## src/cpic_pkg.sv

```systemverilog
// Package for the cascaded priority interrupt controller.
// Holds the operation codes, item and result types, and the priority picker.
// No dependencies.
`timescale 1ns / 1ps
`default_nettype none

package cpic_pkg;

    // Number of controllers in the cascade: master and slave.
    localparam int CHIPS = 2;

    // Event codes carried in the op field.
    typedef enum logic [2:0] {
        OP_RAISE = 3'd0,
        OP_LOWER = 3'd1,
        OP_WRITE = 3'd2,
        OP_READ  = 3'd3,
        OP_ACK   = 3'd4,
        OP_POLL  = 3'd5
    } t_op;

    // Initialization sequencer steps.
    localparam logic [2:0] INIT_IDLE = 3'd0;
    localparam logic [2:0] INIT_ICW2 = 3'd2;
    localparam logic [2:0] INIT_ICW3 = 3'd3;
    localparam logic [2:0] INIT_ICW4 = 3'd4;

    // End-of-interrupt command codes (top three bits of a command write).
    localparam logic [2:0] EOI_NONSPEC     = 3'd1;
    localparam logic [2:0] EOI_ROT_NONSPEC = 3'd5;
    localparam logic [2:0] EOI_SPEC        = 3'd3;
    localparam logic [2:0] EOI_ROT_SPEC    = 3'd7;

    // Command register bit positions.
    localparam int CMD_INIT_BIT   = 4;
    localparam int CMD_OCW3_BIT   = 3;
    localparam int CMD_RR_BIT     = 1;
    localparam int CMD_RIS_BIT    = 0;
    localparam int ICW4_AEOI_BIT  = 1;

    // Reset values and fixed constants.
    localparam logic [7:0] MASK_RESET        = 8'hFF;
    localparam logic [7:0] MASTER_BASE_RESET = 8'h08;
    localparam logic [7:0] SLAVE_BASE_RESET  = 8'h70;
    localparam logic [7:0] BASE_MASK         = 8'hF8;
    localparam logic [2:0] SPURIOUS_LINE     = 3'd7;
    localparam logic [2:0] CASCADE_LINE      = 3'd2;

    // One input item.
    typedef struct packed {
        logic [2:0] op;
        logic [3:0] irq_line;
        logic       chip_select;
        logic       reg_select;
        logic [7:0] write_data;
    } t_item;

    // One result item.
    typedef struct packed {
        logic [7:0] read_data;
        logic       pending;
    } t_result;

    // Outcome of a priority search on one chip.
    typedef struct packed {
        logic       found;
        logic [2:0] line;
    } t_pick;

    // Lowest unmasked request wins, unless an in-service bit at or below it blocks.
    function automatic t_pick best_line(input logic [7:0] req, input logic [7:0] svc,
                                        input logic [7:0] mask);
        logic [7:0] live;
        t_pick      pick;
        live = req & ~mask;
        pick = '0;
        for (int i = 7; i >= 0; i--) begin
            if (live[i] || svc[i]) begin
                pick.found = live[i] & ~svc[i];
                pick.line  = 3'(i);
            end
        end
        return pick;
    endfunction

endpackage

`default_nettype wire

```

## src/cpic_if.sv

```systemverilog
// Valid/ready channel interfaces for the cascaded priority interrupt controller.
// Depends on nothing; payload fields follow the item and result definitions.
`timescale 1ns / 1ps
`default_nettype none

// Input event channel.
interface cpic_in_if;
    logic       valid;
    logic       ready;
    logic [2:0] op;
    logic [3:0] irq_line;
    logic       chip_select;
    logic       reg_select;
    logic [7:0] write_data;

    modport source (output valid, output op, output irq_line, output chip_select,
                    output reg_select, output write_data, input ready);
    modport sink   (input valid, input op, input irq_line, input chip_select,
                    input reg_select, input write_data, output ready);
endinterface

// Result channel.
interface cpic_out_if;
    logic       valid;
    logic       ready;
    logic [7:0] read_data;
    logic       pending;

    modport source (output valid, output read_data, output pending, input ready);
    modport sink   (input valid, input read_data, input pending, output ready);
endinterface

`default_nettype wire

```

## src/cpic_core.sv

```systemverilog
// Register state of both controllers and the single-pass event logic.
// Depends on cpic_pkg for the item and result types and the priority picker.
`timescale 1ns / 1ps
`default_nettype none

module cpic_core (
    input  wire logic             i_clk,
    input  wire logic             i_rst_n,
    input  wire logic             i_fire,
    input  wire cpic_pkg::t_item  i_item,
    output cpic_pkg::t_result     o_result
);

    logic [7:0] r_req  [cpic_pkg::CHIPS];
    logic [7:0] r_svc  [cpic_pkg::CHIPS];
    logic [7:0] r_mask [cpic_pkg::CHIPS];
    logic [2:0] r_step [cpic_pkg::CHIPS];
    logic       r_icw4 [cpic_pkg::CHIPS];
    logic [7:0] r_base [cpic_pkg::CHIPS];
    logic       r_aeoi [cpic_pkg::CHIPS];
    logic       r_ris  [cpic_pkg::CHIPS];

    logic [7:0] n_req  [cpic_pkg::CHIPS];
    logic [7:0] n_svc  [cpic_pkg::CHIPS];
    logic [7:0] n_mask [cpic_pkg::CHIPS];
    logic [2:0] n_step [cpic_pkg::CHIPS];
    logic       n_icw4 [cpic_pkg::CHIPS];
    logic [7:0] n_base [cpic_pkg::CHIPS];
    logic       n_aeoi [cpic_pkg::CHIPS];
    logic       n_ris  [cpic_pkg::CHIPS];

    cpic_pkg::t_pick w_slave_pick;
    cpic_pkg::t_pick w_master_pick;
    cpic_pkg::t_pick w_slave_after;
    logic [7:0]      w_req0_casc;
    logic [7:0]      w_slave_req;
    logic [7:0]      w_slave_svc;
    logic [2:0]      w_cmd;

    // Cascade refresh: slave deliverability drives master line two.
    assign w_slave_pick  = cpic_pkg::best_line(r_req[1], r_svc[1], r_mask[1]);
    assign w_req0_casc   = {r_req[0][7:3], w_slave_pick.found, r_req[0][1:0]};
    assign w_master_pick = cpic_pkg::best_line(w_req0_casc, r_svc[0], r_mask[0]);
    assign w_cmd         = i_item.write_data[7:5];

    // Slave state after taking its best request, and the refresh that follows.
    always_comb begin
        w_slave_req = r_req[1];
        w_slave_svc = r_svc[1];
        w_slave_req[w_slave_pick.line] = 1'b0;
        if (!r_aeoi[1]) begin
            w_slave_svc[w_slave_pick.line] = 1'b1;
        end
    end
    assign w_slave_after = cpic_pkg::best_line(w_slave_req, w_slave_svc, r_mask[1]);

    // Next-state and result logic for one event.
    always_comb begin
        for (int k = 0; k < cpic_pkg::CHIPS; k++) begin
            n_req[k]  = r_req[k];
            n_svc[k]  = r_svc[k];
            n_mask[k] = r_mask[k];
            n_step[k] = r_step[k];
            n_icw4[k] = r_icw4[k];
            n_base[k] = r_base[k];
            n_aeoi[k] = r_aeoi[k];
            n_ris[k]  = r_ris[k];
        end
        o_result = '0;

        case (cpic_pkg::t_op'(i_item.op))
            cpic_pkg::OP_RAISE: begin
                n_req[i_item.irq_line[3]][i_item.irq_line[2:0]] = 1'b1;
            end
            cpic_pkg::OP_LOWER: begin
                n_req[i_item.irq_line[3]][i_item.irq_line[2:0]] = 1'b0;
            end
            cpic_pkg::OP_WRITE: begin
                for (int k = 0; k < cpic_pkg::CHIPS; k++) begin
                    if (i_item.chip_select == 1'(k)) begin
                        if (!i_item.reg_select) begin
                            // Command register: init word one, status select or EOI.
                            if (i_item.write_data[cpic_pkg::CMD_INIT_BIT]) begin
                                n_step[k] = cpic_pkg::INIT_ICW2;
                                n_icw4[k] = i_item.write_data[0];
                                n_mask[k] = '0;
                                n_svc[k]  = '0;
                                n_req[k]  = '0;
                                n_aeoi[k] = 1'b0;
                                n_ris[k]  = 1'b0;
                            end else if (i_item.write_data[cpic_pkg::CMD_OCW3_BIT]) begin
                                if (i_item.write_data[cpic_pkg::CMD_RR_BIT]) begin
                                    n_ris[k] = i_item.write_data[cpic_pkg::CMD_RIS_BIT];
                                end
                            end else if (w_cmd == cpic_pkg::EOI_NONSPEC ||
                                         w_cmd == cpic_pkg::EOI_ROT_NONSPEC) begin
                                n_svc[k] = r_svc[k] & (r_svc[k] - 8'd1);
                            end else if (w_cmd == cpic_pkg::EOI_SPEC ||
                                         w_cmd == cpic_pkg::EOI_ROT_SPEC) begin
                                n_svc[k][i_item.write_data[2:0]] = 1'b0;
                            end
                        end else begin
                            // Data register: init words two to four, else the mask.
                            case (r_step[k])
                                cpic_pkg::INIT_ICW2: begin
                                    n_base[k] = i_item.write_data & cpic_pkg::BASE_MASK;
                                    n_step[k] = cpic_pkg::INIT_ICW3;
                                end
                                cpic_pkg::INIT_ICW3: begin
                                    n_step[k] = r_icw4[k] ? cpic_pkg::INIT_ICW4
                                                          : cpic_pkg::INIT_IDLE;
                                end
                                cpic_pkg::INIT_ICW4: begin
                                    n_aeoi[k] = i_item.write_data[cpic_pkg::ICW4_AEOI_BIT];
                                    n_step[k] = cpic_pkg::INIT_IDLE;
                                end
                                default: begin
                                    n_mask[k] = i_item.write_data;
                                end
                            endcase
                        end
                    end
                end
            end
            cpic_pkg::OP_READ: begin
                for (int k = 0; k < cpic_pkg::CHIPS; k++) begin
                    if (i_item.chip_select == 1'(k)) begin
                        if (i_item.reg_select) begin
                            o_result.read_data = r_mask[k];
                        end else begin
                            o_result.read_data = r_ris[k] ? r_svc[k] : r_req[k];
                        end
                    end
                end
            end
            cpic_pkg::OP_ACK: begin
                n_req[0] = w_req0_casc;
                if (!w_master_pick.found) begin
                    o_result.read_data = 8'(r_base[0] + {5'd0, cpic_pkg::SPURIOUS_LINE});
                end else if (w_master_pick.line == cpic_pkg::CASCADE_LINE) begin
                    if (!w_slave_pick.found) begin
                        o_result.read_data =
                            8'(r_base[0] + {5'd0, cpic_pkg::SPURIOUS_LINE});
                    end else begin
                        n_req[1] = w_slave_req;
                        n_svc[1] = w_slave_svc;
                        if (!r_aeoi[0]) begin
                            n_svc[0][cpic_pkg::CASCADE_LINE] = 1'b1;
                        end
                        n_req[0][cpic_pkg::CASCADE_LINE] = w_slave_after.found;
                        o_result.read_data = 8'(r_base[1] + {5'd0, w_slave_pick.line});
                    end
                end else begin
                    n_req[0][w_master_pick.line] = 1'b0;
                    if (!r_aeoi[0]) begin
                        n_svc[0][w_master_pick.line] = 1'b1;
                    end
                    o_result.read_data = 8'(r_base[0] + {5'd0, w_master_pick.line});
                end
            end
            cpic_pkg::OP_POLL: begin
                n_req[0] = w_req0_casc;
                o_result.pending = w_master_pick.found;
            end
            default: begin
                o_result = '0;
            end
        endcase
    end

    // State registers, updated once per transfer that enters processing.
    always_ff @(posedge i_clk) begin
        if (!i_rst_n) begin
            for (int k = 0; k < cpic_pkg::CHIPS; k++) begin
                r_req[k]  <= '0;
                r_svc[k]  <= '0;
                r_mask[k] <= cpic_pkg::MASK_RESET;
                r_step[k] <= cpic_pkg::INIT_IDLE;
                r_icw4[k] <= 1'b0;
                r_aeoi[k] <= 1'b0;
                r_ris[k]  <= 1'b0;
            end
            r_base[0] <= cpic_pkg::MASTER_BASE_RESET;
            r_base[1] <= cpic_pkg::SLAVE_BASE_RESET;
        end else if (i_fire) begin
            for (int k = 0; k < cpic_pkg::CHIPS; k++) begin
                r_req[k]  <= n_req[k];
                r_svc[k]  <= n_svc[k];
                r_mask[k] <= n_mask[k];
                r_step[k] <= n_step[k];
                r_icw4[k] <= n_icw4[k];
                r_base[k] <= n_base[k];
                r_aeoi[k] <= n_aeoi[k];
                r_ris[k]  <= n_ris[k];
            end
        end
    end

endmodule

`default_nettype wire

```

## src/cascaded_priority_interrupt_controller.sv

```systemverilog
// Path: an input transfer lands in the input register, then one pass of event logic
// writes the result register, from which the result is offered on the output channel.
// Throughput: one event per cycle unless output stalls; set by the single-pass chip-state update.
// Reset: synchronous, active low; both channels empty, masks all set, vector bases
// 0x08 and 0x70, no requests or in-service bits. Top level; uses cpic_pkg, cpic_if.
`timescale 1ns / 1ps
`default_nettype none

module cascaded_priority_interrupt_controller (
    input  wire logic    i_clk,
    input  wire logic    i_rst_n,
    cpic_in_if.sink      i_in,
    cpic_out_if.source   o_out
);

    logic               r_in_valid;
    cpic_pkg::t_item    r_item;
    logic               r_out_valid;
    cpic_pkg::t_result  r_result;
    cpic_pkg::t_result  w_result;
    logic               w_advance;

    // An item moves into processing when the result register is free or draining.
    assign w_advance  = r_in_valid && (!r_out_valid || o_out.ready);
    assign i_in.ready = !r_in_valid || w_advance;

    // Input register.
    always_ff @(posedge i_clk) begin
        if (!i_rst_n) begin
            r_in_valid <= 1'b0;
        end else if (i_in.valid && i_in.ready) begin
            r_in_valid <= 1'b1;
        end else if (w_advance) begin
            r_in_valid <= 1'b0;
        end
    end

    always_ff @(posedge i_clk) begin
        if (i_in.valid && i_in.ready) begin
            r_item.op          <= i_in.op;
            r_item.irq_line    <= i_in.irq_line;
            r_item.chip_select <= i_in.chip_select;
            r_item.reg_select  <= i_in.reg_select;
            r_item.write_data  <= i_in.write_data;
        end
    end

    // Controller state and event logic.
    cpic_core u_core (
        .i_clk    (i_clk),
        .i_rst_n  (i_rst_n),
        .i_fire   (w_advance),
        .i_item   (r_item),
        .o_result (w_result)
    );

    // Result register.
    always_ff @(posedge i_clk) begin
        if (!i_rst_n) begin
            r_out_valid <= 1'b0;
        end else if (w_advance) begin
            r_out_valid <= 1'b1;
        end else if (o_out.ready) begin
            r_out_valid <= 1'b0;
        end
    end

    always_ff @(posedge i_clk) begin
        if (w_advance) begin
            r_result <= w_result;
        end
    end

    assign o_out.valid     = r_out_valid;
    assign o_out.read_data = r_result.read_data;
    assign o_out.pending   = r_result.pending;

endmodule

`default_nettype wire
```

## src/flat_wrapper.sv

```systemverilog
// flat-port wrapper written by rule: the top's interface ports become plain ports
module cascaded_priority_interrupt_controller_flat 
  (i_clk, i_rst_n, i_in_valid, i_in_op, i_in_irq_line, i_in_chip_select, i_in_reg_select, i_in_write_data, i_in_ready, o_out_valid, o_out_read_data, o_out_pending, o_out_ready);
  cpic_in_if i_in_i ();
  cpic_out_if o_out_i ();
  input  wire logic i_clk;
  input  wire logic i_rst_n;
  input wire logic [$bits(i_in_i.valid)-1:0] i_in_valid;
  input wire logic [$bits(i_in_i.op)-1:0] i_in_op;
  input wire logic [$bits(i_in_i.irq_line)-1:0] i_in_irq_line;
  input wire logic [$bits(i_in_i.chip_select)-1:0] i_in_chip_select;
  input wire logic [$bits(i_in_i.reg_select)-1:0] i_in_reg_select;
  input wire logic [$bits(i_in_i.write_data)-1:0] i_in_write_data;
  output wire logic [$bits(i_in_i.ready)-1:0] i_in_ready;
  output wire logic [$bits(o_out_i.valid)-1:0] o_out_valid;
  output wire logic [$bits(o_out_i.read_data)-1:0] o_out_read_data;
  output wire logic [$bits(o_out_i.pending)-1:0] o_out_pending;
  input wire logic [$bits(o_out_i.ready)-1:0] o_out_ready;
  assign i_in_i.valid = i_in_valid;
  assign i_in_i.op = i_in_op;
  assign i_in_i.irq_line = i_in_irq_line;
  assign i_in_i.chip_select = i_in_chip_select;
  assign i_in_i.reg_select = i_in_reg_select;
  assign i_in_i.write_data = i_in_write_data;
  assign i_in_ready = i_in_i.ready;
  assign o_out_valid = o_out_i.valid;
  assign o_out_read_data = o_out_i.read_data;
  assign o_out_pending = o_out_i.pending;
  assign o_out_i.ready = o_out_ready;
  cascaded_priority_interrupt_controller u_core (.i_clk(i_clk), .i_rst_n(i_rst_n), .i_in(i_in_i), .o_out(o_out_i));
endmodule
```

## config.mk

```make
export PLATFORM = sky130hd
export DESIGN_NAME = cascaded_priority_interrupt_controller_flat
export DESIGN_NICKNAME = d
export VERILOG_FILES = /design/src/cpic_pkg.sv /design/src/cpic_if.sv /design/src/cpic_core.sv /design/src/cascaded_priority_interrupt_controller.sv /design/src/flat_wrapper.sv
export SDC_FILE = /design/constraint.sdc
export NUM_CORES = 1
export LEC_CHECK = 0
export BUFFER_PORTS_ARGS = -buffer_cell sky130_fd_sc_hd__buf_2
export CAP_MARGIN = 20
export CORE_MARGIN = 3
export CORE_UTILIZATION = 40
export DETAILED_ROUTE_END_ITERATION = 6
export GPL_TIMING_DRIVEN = 1
export PLACE_DENSITY = 0.6
export SYNTH_ARGS = -nofsm -noshare
export SYNTH_HDL_FRONTEND = slang
export SYNTH_SLANG_ARGS = --single-unit
export TNS_END_PERCENT = 5
```

## constraint.sdc

```tcl
create_clock -name i_clk -period 3.95 [get_ports i_clk]
set_clock_uncertainty 0.05 [all_clocks]
set_input_delay 0.79 -clock i_clk [delete_from_list [all_inputs] [get_ports i_clk]]
set_output_delay 0.79 -clock i_clk [all_outputs]
set_load 0.01 [all_outputs]
```

==> summary.txt <==
fin worst setup slack = 0.7599 ns
Yosys reg bits = 98
Die Area = 0.01646 mm²
Critical Path AT = 3.12 ns
placed cells = 805
n_diodes = 0
die height = 128.3 µm
DRC Markers = 0
fin cells = 823
share of layout cells above drive strength 1 = 15.18%
Slowest-stage cell, CP = a31oi_1
cts repair resizes = 0
critical path's top delay family = compound AO/OA/AOI/OAI gates
count leader, synth = edfxtp_1
Clk Latency, worst-skew pair = 0.35 ns
busiest layer in global routing = met2
sequential fraction of the synthesis area = 48.86%
Starting Density = 41.00%
Max-Slew Margin vs Limit = 36.26%
Starting DRT DRC Count = 581
Final TNS setup = 0 ns
Clock Sinks = 98
Mapped Nets = 631
min Tclk post-route = 3.190 ns
ANT nets after route = 0
mux contribution to synthesized area = 6.484%
GRT overflow = 0
crit path kind = flip-flop to flip-flop
Power Dens Cells = 379.3 mW/mm²
area grow syn2layout = 11.59%
grt met3 use = 3.125%
# fillers = 1389
Port-buffer cells = 31
GRT Total Usage = 23.32%
cts bufs inserted = 9
Buf/Inv on CP = 0
Worst Hold Class = flip-flop to flip-flop
Post-synth EDFFs = 96
Worst Path Max Fanout = 9
Top FF cell, synth = edfxtp_1
CP startpoint kind = flip-flop
Post-CTS Setup Bufs = 0
die width = 128.3 µm
cts hold-fix bufs = 0
RSZ-0062 raised after global routing = false
drt pass-1 iters = 6
largest net degree at the start of global routing = 35
vias = 5173
I/O pin count = 32
root buf cell = clkbuf_16
Slowest Stage Delay on Critical Path = 0.77 ns
Adder-Cell Fraction of Synth Area = 0.4183%
final period utilization = 80.76%
Via-to-Cell Ratio = 6.286
Yosys top cell area share = 48.19%
Slew Viols, Final = 0
met1 GRT Util = 32.91%
Netlist Area Pre-Place = 0.005982 mm²
post-detailed-route wirelength per cell = 22.61 µm
number of global-route vias before repair = 4977
Synth Area in XOR/XNOR = 0.2928%
final WL = 18.61 mm
dpl ws = 0.5093 ns
cells taking the most area after synthesis = edfxtp_1 (48%), nor2_1 (4.2%), nand2_1 (3.9%), a21oi_1 (3.8%), o21ai_0 (3.3%)
# setup viols final = 0
critical path required time = 3.88 ns
Yosys cell types = 67
CORE AREA = 0.01459 mm²
initial antenna violation count = 0
critical path, cell by cell = nor3b_2, or3_1, a211oi_4, or3_4, a21oi_2, nand3_1, a31oi_1
Max Clk Rate = 313.5 MHz
Yosys top cell by area = edfxtp_1
Synth Instances = 608
Core Rows = 44
Max Cap Viol = 0
H-tree depth = 3
Final #Nets = 657
Synth Area in Simple Gates = 20.94%
Synth Area in Compound Gates = 19.68%
status = finished clean
Max Buffers Root-to-Sink = 2
CTS tree = yes
Worst Tran Pin Value = 0.9526 ns
yosys warns = 0
Critical Path Sink Type = flip-flop
largest family of logic cells by synthesized area = simple AND/OR/NAND/NOR gates
Post-Syn Area per Cell = 9.839 µm²
CTS clk-pin slew, worst paths = 0.07 ns
Hold Vio Cnt, Final = 0
first-pass GRT wire length = 29.10 mm
met2 Use GR = 36.47%
Static Leak = 2.325 nW
routability cong. = 1.004
Post-synth top cells = edfxtp_1 (96), nor2_1 (67), nand2_1 (62)
Post-synth ARST share = 0%
worst vdd ir = 0.2315 mV
worst reg-to-reg setup slack = 0.76 ns
Total Power = 2.532 mW
HPWL Detailed = 14.56 mm
## cell usage in the layout, fill, tap and decap left out, drive strengths merged, types with 3 or more instances in the layout
| cell type | count |
|---|---|
| a211oi | 6 |
| a21o | 3 |
| a21oi | 46 |
| a22o | 3 |
| a31oi | 12 |
| and2 | 8 |
| and3 | 6 |
| buf | 45 |
| clkbuf | 9 |
| edfxtp | 96 |
| inv | 23 |
| mux2 | 14 |
| mux2i | 5 |
| mux4 | 8 |
| nand2 | 62 |
| nand2b | 20 |
| nand3 | 27 |
| nand3b | 3 |
| nor2 | 67 |
| nor2b | 20 |
| nor3 | 24 |
| nor4 | 3 |
| o2111ai | 4 |
| o211a | 3 |
| o211ai | 5 |
| o21ai | 46 |
| o21bai | 3 |
| o221ai | 6 |
| o22ai | 9 |
| o311ai | 3 |
| o31ai | 7 |
| or3 | 4 |
## state kept, by name (all words and copies together), names as in the netlist
name                    flops
u_core.u_core.r_req        16
u_core.u_core.r_mask       16
u_core.r_in_valid           1
u_core.r_item              17
u_core.u_core.r_icw4        2
u_core.u_core.r_step        6
u_core.u_core.r_svc        16
u_core.u_core.r_aeoi        2
u_core.o_out.valid          1
u_core.o_out.pending        1
u_core.u_core.r_ris         2
u_core.o_out.read_data      8
u_core.u_core.r_base       10
## stage by stage
stage | cell area [µm²] | hold slack [ns] | util (%)
final | 6675 | 0.5421 | 45.75
after global placement | 6337 | 0.4968 | 43.44
after floorplan | 5982 | 0.4680 | -
after global routing | 6675 | 0.5494 | 45.75
after CTS | 6658 | 0.5328 | 45.63
after detailed placement | 6337 | 0.5156 | 43.44
## logic make-up (layout without fill, tap and decap cells)
family          count (synthesis)  count (layout)
flops                          98              98
xor+xnor                        2               2
compound gates                176             176
buf+inv                        50              81
mux                            27              27
simple gates                  253             253
fa+ha+maj                       2               2
## worst reg2reg max path: cells and delay by family (launching register included)
family	cells	cell delay [ns]
flip-flops	1	0.54
AO/OA/AOI/OAI	3	1.17
AND/OR/NAND/NOR	4	1.06
## final timing paths
check | from | endpoint | depth (start not counted)
worst max-delay path | u_core.u_core.r_svc[0][8] | u_core.u_core.r_req[0][1] | 7
worst min-delay path | u_core.r_in_valid | u_core.o_out.valid | 1
worst max register to register | u_core.u_core.r_svc[0][8] | u_core.u_core.r_req[0][1] | 7
worst min register to register | u_core.r_in_valid | u_core.o_out.valid | 1
## per-layer routing
layer	vias up	wire length (µm)
li1	2356	-
met1	2468	7826
met2	298	8472
met3	51	1640
met4	0	670
met5	-	0
## report_power, final
group	switching, mW	internal [mW]	leakage, nW
clock	0.426	0.511	0.157
sequential	0.0758	1.20	0.944
combinational	0.201	0.117	1.22
total	0.702	1.83	2.32
## area by class of cell
class | instances | area (µm²) | area share, %
Sequential cell | 98 | 2923 | 43.79
Multi-Input combinational cell | 460 | 2860 | 42.85
Timing Repair Buffer | 46 | 270.3 | 4.049
Tap cell | 184 | 230.2 | 3.449
Clock buffer | 9 | 225.2 | 3.374
Clock inverter | 7 | 95.09 | 1.425
Inverter | 19 | 71.32 | 1.068
(Power assumes the default switching activity.)
